## config.mk

```make
export PLATFORM = sky130hd
export DESIGN_NAME = ring_fifo_with_peek_and_flush
export DESIGN_NICKNAME = d
export VERILOG_FILES = /design/src/rfpf_pkg.sv /design/src/rfpf_ram.sv /design/src/rfpf_ctrl.sv /design/src/ring_fifo_with_peek_and_flush.sv
export SDC_FILE = /design/constraint.sdc
export NUM_CORES = 1
export LEC_CHECK = 0
export BUFFER_PORTS_ARGS = -buffer_cell sky130_fd_sc_hd__buf_4
export CAP_MARGIN = 20
export CELL_PAD_IN_SITES_DETAIL_PLACEMENT = 2
export CELL_PAD_IN_SITES_GLOBAL_PLACEMENT = 2
export CORE_UTILIZATION = 45
export CTS_BUF_LIST = sky130_fd_sc_hd__clkbuf_4 sky130_fd_sc_hd__clkbuf_8 sky130_fd_sc_hd__clkbuf_16
export DETAILED_ROUTE_END_ITERATION = 7
export HOLD_SLACK_MARGIN = 0.12
export PLACE_DENSITY_LB_ADDON = 0.3
export RECOVER_POWER = 50
export SLEW_MARGIN = 20
export SYNTH_ARGS = -nofsm -noshare
export SYNTH_HDL_FRONTEND = slang
export SYNTH_SLANG_ARGS = --single-unit
```

## constraint.sdc

```tcl
create_clock -name clk -period 6.2 [get_ports clk]
set_input_delay 1.24 -clock clk [delete_from_list [all_inputs] [get_ports clk]]
set_output_delay 1.24 -clock clk [all_outputs]
set_load 0.05 [all_outputs]
```

## src/rfpf_pkg.sv

```systemverilog
// Shared types, constants and helper functions for the ring FIFO.
package rfpf_pkg;

	localparam int DEPTH_DEF     = 16;
	localparam int ELEM_BITS_DEF = 32;

	localparam int CMD_W   = 2;
	localparam int DATA_W  = 32;
	localparam int OFF_W   = 4;
	localparam int CAP_W   = 5;
	localparam int COUNT_W = 5;
	localparam int STAT_W  = 2;

	localparam logic [CAP_W-1:0] CAP_RESET = CAP_W'(16);

	typedef enum logic [CMD_W-1:0] {
		CMD_PUSH  = 2'd0,
		CMD_POP   = 2'd1,
		CMD_PEEK  = 2'd2,
		CMD_FLUSH = 2'd3
	} cmd_t;

	typedef enum logic [STAT_W-1:0] {
		ST_OK       = 2'd0,
		ST_FULL     = 2'd1,
		ST_NO_ENTRY = 2'd2
	} status_t;

	// Result fields that leave the control logic for the result register
	typedef struct packed {
		status_t              status;
		logic [COUNT_W-1:0]   count;
		logic                 full;
		logic                 empty;
		logic                 rd;
	} res_t;

	// Largest power of two not above v; elaboration only
	function automatic int floor_pow2(input int v);
		int p;
		p = 1;
		while (p * 2 <= v)
			p = p * 2;
		return p;
	endfunction

	// Clamp the requested capacity into 1..depth, then round down to a power of two
	function automatic logic [CAP_W-1:0] eff_cap(input logic [CAP_W-1:0] cap, input int depth);
		logic [CAP_W-1:0] lim;
		logic [CAP_W-1:0] eff;
		lim = cap;
		eff = '0;
		if (int'(cap) > depth)
			lim = CAP_W'(depth);
		if (lim == '0)
			lim = CAP_W'(1);
		for (int i = 0; i < CAP_W; i++) begin
			if (lim[i])
				eff = CAP_W'(1) << i;
		end
		return eff;
	endfunction

endpackage

```

## src/rfpf_ram.sv

```systemverilog
// Generic single-write, single-read RAM with registered read data.
module rfpf_ram #(
	parameter int WIDTH = 32,
	parameter int DEPTH = 16
) (
	input  logic                     clk,
	input  logic                     we,
	input  logic [$clog2(DEPTH)-1:0] waddr,
	input  logic [WIDTH-1:0]         wdata,
	input  logic                     re,
	input  logic [$clog2(DEPTH)-1:0] raddr,
	output logic [WIDTH-1:0]         rdata
);

	logic [WIDTH-1:0] mem_q [DEPTH];
	logic [WIDTH-1:0] rdata_q;

	always_ff @(posedge clk) begin
		if (we)
			mem_q[waddr] <= wdata;
		if (re)
			rdata_q <= mem_q[raddr];
	end

	assign rdata = rdata_q;

endmodule

```

## src/rfpf_ctrl.sv

```systemverilog
// Pointer registers, capacity register and per-command decision logic.
module rfpf_ctrl #(
	parameter int DEPTH = rfpf_pkg::DEPTH_DEF
) (
	input  logic                         clk,
	input  logic                         arst_n,
	input  logic                         acc,
	input  logic [rfpf_pkg::CMD_W-1:0]   cmd,
	input  logic [rfpf_pkg::OFF_W-1:0]   offset,
	input  logic                         cfg_we,
	input  logic [rfpf_pkg::CAP_W-1:0]   capacity,
	output logic                         ram_we,
	output logic [$clog2(DEPTH)-1:0]     ram_waddr,
	output logic                         ram_re,
	output logic [$clog2(DEPTH)-1:0]     ram_raddr,
	output rfpf_pkg::res_t               res_n
);
	import rfpf_pkg::*;

	localparam int AW     = $clog2(DEPTH);
	localparam int PDEPTH = floor_pow2(DEPTH);
	localparam int PW     = $clog2(PDEPTH) + 1;
	localparam int CW     = (PW > CAP_W) ? PW : CAP_W;
	localparam logic [CAP_W-1:0] CAP_EFF_RST = eff_cap(CAP_RESET, DEPTH);

	logic [PW-1:0]    wp_q, rp_q;
	logic [CAP_W-1:0] cap_eff_q;

	cmd_t          cmd_c;
	logic [PW-1:0] wp_n, rp_n;
	logic [PW-1:0] cnt, cnt_n;
	logic [PW-1:0] imask;
	logic [PW-1:0] peek_ptr;
	logic [CW-1:0] cnt_x, cap_x, off_x;
	status_t       st;
	logic          wr, rd;

	assign cmd_c    = cmd_t'(cmd);
	assign cnt      = wp_q - rp_q;
	assign imask    = PW'(cap_eff_q - CAP_W'(1));
	assign peek_ptr = rp_q + PW'(offset);
	assign cnt_x    = CW'(cnt);
	assign cap_x    = CW'(cap_eff_q);
	assign off_x    = CW'(offset);

	always_comb begin
		wp_n      = wp_q;
		rp_n      = rp_q;
		wr        = 1'b0;
		rd        = 1'b0;
		st        = ST_OK;
		ram_raddr = AW'(rp_q & imask);
		unique case (cmd_c)
			CMD_PUSH: begin
				if (cnt_x >= cap_x) begin
					st = ST_FULL;
				end else begin
					wr   = 1'b1;
					wp_n = wp_q + PW'(1);
				end
			end
			CMD_POP: begin
				if (cnt == '0) begin
					st = ST_NO_ENTRY;
				end else begin
					rd   = 1'b1;
					rp_n = rp_q + PW'(1);
				end
			end
			CMD_PEEK: begin
				if (cnt_x <= off_x) begin
					st = ST_NO_ENTRY;
				end else begin
					rd        = 1'b1;
					ram_raddr = AW'(peek_ptr & imask);
				end
			end
			CMD_FLUSH: begin
				rp_n = wp_q;
			end
			default: begin
				st = ST_OK;
			end
		endcase
	end

	assign cnt_n     = wp_n - rp_n;
	assign ram_we    = acc && wr;
	assign ram_re    = acc && rd;
	assign ram_waddr = AW'(wp_q & imask);

	always_comb begin
		res_n.status = st;
		res_n.count  = COUNT_W'(cnt_n);
		res_n.full   = (CW'(cnt_n) == cap_x);
		res_n.empty  = (cnt_n == '0);
		res_n.rd     = rd;
	end

	always_ff @(posedge clk or negedge arst_n) begin
		if (!arst_n) begin
			wp_q      <= '0;
			rp_q      <= '0;
			cap_eff_q <= CAP_EFF_RST;
		end else if (cfg_we) begin
			// new capacity empties the queue; stored data stays
			wp_q      <= '0;
			rp_q      <= '0;
			cap_eff_q <= eff_cap(capacity, DEPTH);
		end else if (acc) begin
			wp_q <= wp_n;
			rp_q <= rp_n;
		end
	end

`ifndef SYNTH
	a_cnt_le_cap: assert property (@(posedge clk) disable iff (!arst_n)
		cnt_x <= cap_x)
		else $error("stored count exceeds effective capacity");

	a_flush_empties: assert property (@(posedge clk) disable iff (!arst_n)
		(acc && cmd_c == CMD_FLUSH) |=> (wp_q == rp_q))
		else $error("flush did not empty the queue");
`endif

endmodule

```

## src/ring_fifo_with_peek_and_flush.sv

```systemverilog
// Ring FIFO with peek and flush: top level with storage and result register.
//
// Usage:
//   Request channel (req_valid / req_stall) carries one command per request:
//   push push_data, pop the oldest element, peek at offset from the oldest,
//   or flush. Result channel (res_valid / res_stall) returns exactly one
//   result per request: status, data_out, count, full_res and empty_res.
//   The result is valid in the cycle after the request is taken; one request
//   is taken per cycle while req_stall is low, set by the single-pass
//   pointer logic and the one read port of the storage RAM.
//   When a result is waiting and the receiver holds res_stall, req_stall is
//   raised and the result and its read data hold until taken.
//   The user writes the capacity register with cfg_we only while no request
//   is in flight, unchecked by the block; a write sets the effective capacity
//   (clamped to DEPTH, rounded down to a power of two) and empties the queue.
//   Reset clears both pointers, sets the capacity to 16 and drops res_valid.
//   Storage contents are not cleared; only written slots are ever read.
module ring_fifo_with_peek_and_flush #(
	parameter int DEPTH     = rfpf_pkg::DEPTH_DEF,
	parameter int ELEM_BITS = rfpf_pkg::ELEM_BITS_DEF
) (
	input  logic                          clk,
	input  logic                          arst_n,
	input  logic                          req_valid,
	output logic                          req_stall,
	input  logic [rfpf_pkg::CMD_W-1:0]    cmd,
	input  logic [rfpf_pkg::DATA_W-1:0]   push_data,
	input  logic [rfpf_pkg::OFF_W-1:0]    offset,
	output logic                          res_valid,
	input  logic                          res_stall,
	output logic [rfpf_pkg::STAT_W-1:0]   status,
	output logic [rfpf_pkg::DATA_W-1:0]   data_out,
	output logic [rfpf_pkg::COUNT_W-1:0]  count,
	output logic                          full_res,
	output logic                          empty_res,
	input  logic                          cfg_we,
	input  logic [rfpf_pkg::CAP_W-1:0]    capacity
);
	import rfpf_pkg::*;

	localparam int AW = $clog2(DEPTH);
	localparam int XW = (ELEM_BITS > DATA_W) ? ELEM_BITS : DATA_W;

	logic                 acc;
	logic                 ram_we, ram_re;
	logic [AW-1:0]        ram_waddr, ram_raddr;
	logic [ELEM_BITS-1:0] ram_rdata;
	logic [XW-1:0]        rd_ext;
	res_t                 res_n;
	res_t                 res_s1;
	logic                 vld_s1;

	assign req_stall = vld_s1 && res_stall;
	assign acc       = req_valid && !req_stall;

	rfpf_ctrl #(
		.DEPTH (DEPTH)
	) u_ctrl (
		.clk       (clk),
		.arst_n    (arst_n),
		.acc       (acc),
		.cmd       (cmd),
		.offset    (offset),
		.cfg_we    (cfg_we),
		.capacity  (capacity),
		.ram_we    (ram_we),
		.ram_waddr (ram_waddr),
		.ram_re    (ram_re),
		.ram_raddr (ram_raddr),
		.res_n     (res_n)
	);

	rfpf_ram #(
		.WIDTH (ELEM_BITS),
		.DEPTH (DEPTH)
	) u_ram (
		.clk   (clk),
		.we    (ram_we),
		.waddr (ram_waddr),
		.wdata (ELEM_BITS'(push_data)),
		.re    (ram_re),
		.raddr (ram_raddr),
		.rdata (ram_rdata)
	);

	always_ff @(posedge clk or negedge arst_n) begin
		if (!arst_n) begin
			vld_s1 <= 1'b0;
		end else if (acc) begin
			vld_s1 <= 1'b1;
		end else if (!res_stall) begin
			vld_s1 <= 1'b0;
		end
	end

	// hold the result while the receiver stalls
	always_ff @(posedge clk) begin
		if (acc)
			res_s1 <= res_n;
	end

	assign rd_ext    = XW'(ram_rdata);
	assign res_valid = vld_s1;
	assign status    = res_s1.status;
	assign data_out  = res_s1.rd ? rd_ext[DATA_W-1:0] : '0;
	assign count     = res_s1.count;
	assign full_res  = res_s1.full;
	assign empty_res = res_s1.empty;

`ifndef SYNTH
	a_acc_gives_result: assert property (@(posedge clk) disable iff (!arst_n)
		acc |=> res_valid)
		else $error("accepted request produced no result");

	a_full_status_flag: assert property (@(posedge clk) disable iff (!arst_n)
		(res_valid && res_s1.status == ST_FULL) |-> (full_res && !res_s1.rd))
		else $error("full status without full flag or with read data");

	a_stall_only_when_held: assert property (@(posedge clk) disable iff (!arst_n)
		req_stall |-> (vld_s1 && res_stall))
		else $error("request stalled without a held result");
`endif

endmodule

```

==> metrics.md <==
| Metric | Value |
|---|---|
| CP Launch Point | `u_ctrl.rp_q[1]$_DFFE_PN0P_` |
| Synth-to-Final Area Change | `13.3%` |
| Depth of the CTS H-tree | `2` |
| Placement row count | `83` |
| Gr usage total | `27.5%` |
| Drt pass-1 iters | `5` |
| Nets | `1655` |
| YS warnings | `0` |
| Post-layout util | `51.9%` |
| Synth Register Bits | `570` |
| Post-synth EDFFs | `554` |
| Top cells by area, synth | `edfxtp_1 70%, mux2_2 3.1%, mux4_2 3.0%, o211ai_1 2.1%, nand2_1 1.9%` |
| Post-synth cell types | `52` |
| Detailed placement HPWL | `42200 um` |
| Status | `completed` |
| Post-Syn Nets | `1562` |
| Reg-to-Reg End | `u_ram.rdata[30]$_DFFE_PP_` |
| Crit path max fanout | `26` |
| Vias in the first global route | `15400` |
| Die area | `53600 um2` |
| First-pass GRT wire length | `106000 um` |
| Vias | `13900` |
| Antenna Nets Post-Route | `0` |
| Maximum vdd drop | `256 uV` |
| Final setup fails | `0` |
| Per-cell routed wire length | `31.7 um` |
| RR Startpoint | `u_ctrl.rp_q[1]$_DFFE_PN0P_` |
| Largest net degree at the start of global routing | `98` |
| Core box area | `51700 um2` |
| Final worst path period need | `5.49 ns` |
| WP data required | `6.56 ns` |
| Sink Count | `570` |
| Slew Viols, Final | `0` |
| Setup TNS | `0 ns` |
| Static Leak | `9.05 nW` |
| Yosys top cell area share | `70.2%` |
| Synthesized cell area | `23700 um2` |
| DP Cell Count | `2196` |
| Most common cell in the netlist | `edfxtp_1` |
| Async set-reset flop share out of synthesis | `2.81%` |
| DR vias/cell | `6.03` |
| Initial Utilization | `45.8%` |
| Leading area contributor after synthesis | `edfxtp_1` |
| Commonest cells post-synth | `554 x edfxtp_1, 122 x nand2_1, 92 x inv_1, 69 x nand3_1` |
| Post-CTS resize count | `0` |
| FF-to-FF setup slack | `0.71 ns` |
| Clock Skews | `0.0280 ns` |
| Post-Syn Area per Cell | `16.0 um2` |
| Hold-fix buffers at CTS | `0` |
| Io pins | `91` |
| Min-Delay Endpoint | `u_ctrl.cap_eff_q[4]$_DFFE_PN1P_` |
| RSZ-0062 raised after global routing | `no` |
| Overall power | `0.00918 W` |
| Skew-Pair Late Insertion Delay | `0.65 ns` |
| Clock transition at path regs | `0.06 ns` |
| Mapped Cells | `1483` |
| Worst reg2reg path depth | `16` |
| Port bufs | `89` |
| Setup CP Type | `flop to flop` |
| Setup Fix Bufs, Post-CTS | `0` |
| Design area | `26900 um2` |
| Max Clk Rate | `0.182 GHz` |
| CTS tree | `yes` |
| Total CTS buffers | `58` |
| Drt first-iter violations | `1001` |
| Gp weighted congestion | `0.799` |
| FILL cells | `4684` |
| Residual DRC | `0` |
| Final Cycle Share | `88.6%` |
| Ys flop type | `edfxtp_1` |
| Worst-case headroom to the max-slew limit | `7.15%` |
| Clk root buf | `clkbuf_16` |
| Crit path capture type | `flop` |
| Final Hold Fails | `0` |
| Final cell count without fillers | `2298` |
| # Max-Cap Violations | `0` |
| Die height | `231 um` |
| CTS max path bufs | `3` |
| DP Area | `25200 um2` |
| Layout cells sized above 1 | `20.3%` |
| Hold Crit Depth | `2` |
| Die width | `231 um` |
| Min-delay src | `u_ctrl.cap_eff_q[4]$_DFFE_PN1P_` |
| Total routed wirelength | `72900 um` |
| CP Data Arrival Time | `5.85 ns` |
| Total gr overflow | `0` |
| Hold Crit Class | `flop to flop` |
| Pwr per Cell Area | `342 nW/um2` |
| Worst slew pin tran | `1.39 ns` |
| CP Launch Type | `flop` |
| Antenna violations before repair | `2` |
| Post-synthesis sequential area ratio | `71.9%` |
[layout by cell type (no fill, tap or decap), drive strengths merged, types with 33 or more instances in the layout]
cell | Yosys | routed
buf | 54 | 77
mux2 | 66 | 66
nand2 | 122 | 122
inv | 92 | 94
edfxtp | 554 | 554
o22ai | 33 | 33
and2 | 35 | 35
nor2 | 37 | 37
a211oi | 38 | 38
mux2i | 38 | 38
clkbuf | 40 | 126
o211ai | 66 | 66
nand3 | 69 | 69
[worst max-delay path, stage by stage, from the launching register on]
cell	delay (ns)
dfrtp_1	0.47
inv_1	0.19
ha_1	0.33
nor2b_1	0.13
o21ai_0	0.20
nor3b_1	0.29
nor2_1	0.11
ha_1	0.34
nand4_1	0.14
nand2_1	0.07
a21oi_1	0.32
or2_1	0.41
mux2_2	0.67
nand3_2	0.31
buf_4	0.51
o22ai_1	0.21
a211oi_2	0.49
[routing by layer]
layer / GRT usage [%] / wire, um / up-vias
li1: - / - / 5903
met1: 35.0 / 29500 / 7400
met2: 48.4 / 37800 / 411
met3: 3.11 / 3010 / 135
met4: 10.1 / 2490 / 4
met5: 0 / 31 / -
[logic make-up after synthesis]
kind of cell    Yosys count  share of synthesized area [%]
buf+inv                 186                           3.72
simple gates            296                           5.80
xor+xnor                 24                          0.887
fa+ha+maj                31                           1.73
mux                     136                           7.78
flops                   570                           71.9
compound gates          240                           8.19
[sequential cells by signal (all words and copies together) (netlist names)]
signal and count:
u_ctrl.wp_q 5, res_valid 1, empty_res 1, u_ctrl.cap_eff_q 5, count 5, status 2
u_ram.rdata 32, full_res 1, u_ram.mem_q 512, res_s1 1, u_ctrl.rp_q 5
[worst max path at each step]
stage,end,slack (ns),cells after the start
6_report,u_ram.rdata[30]$_DFFE_PP_,0.71,16
5_1_grt,u_ram.rdata[30]$_DFFE_PP_,0.45,16
4_1_cts,u_ram.rdata[30]$_DFFE_PP_,0.76,16
3_5_place_dp,u_ram.rdata[30]$_DFFE_PP_,0.81,16
3_3_place_gp,full_res$_DFFE_PP_,1.08,21
2_1_floorplan,u_ram.mem_q[9][0]$_DFFE_PP_,1.47,15
[stage by stage]
stage / setup slack [ns] / hold slack [ns]
floorplan: 1.47 / 0.509
global placement: 1.08 / 0.496
detailed placement: 0.807 / 0.554
CTS: 0.757 / 0.459
global route: 0.453 / 0.606
finish: 0.707 / 0.570
[power by group]
group / internal, W / switching, W / total [W]
clock network: 0.00194 / 0.00149 / 0.00343
registers: 0.00431 / 0.0000279 / 0.00434
logic: 0.000487 / 0.000923 / 0.00141
total: 0.00673 / 0.00245 / 0.00918
[layout make-up]
cell class | count | area (um2) | area share, %
sequential | 570 | 17000 | 63.4
antenna | 1 | 2.50 | 0.00932
inverter | 92 | 345 | 1.29
multi-input combinational | 727 | 5960 | 22.2
tap | 680 | 851 | 3.17
clock buffer | 76 | 1600 | 5.97
timing repair buffer | 127 | 857 | 3.19
clock inverter | 25 | 209 | 0.778
(Power assumes the default switching activity.)
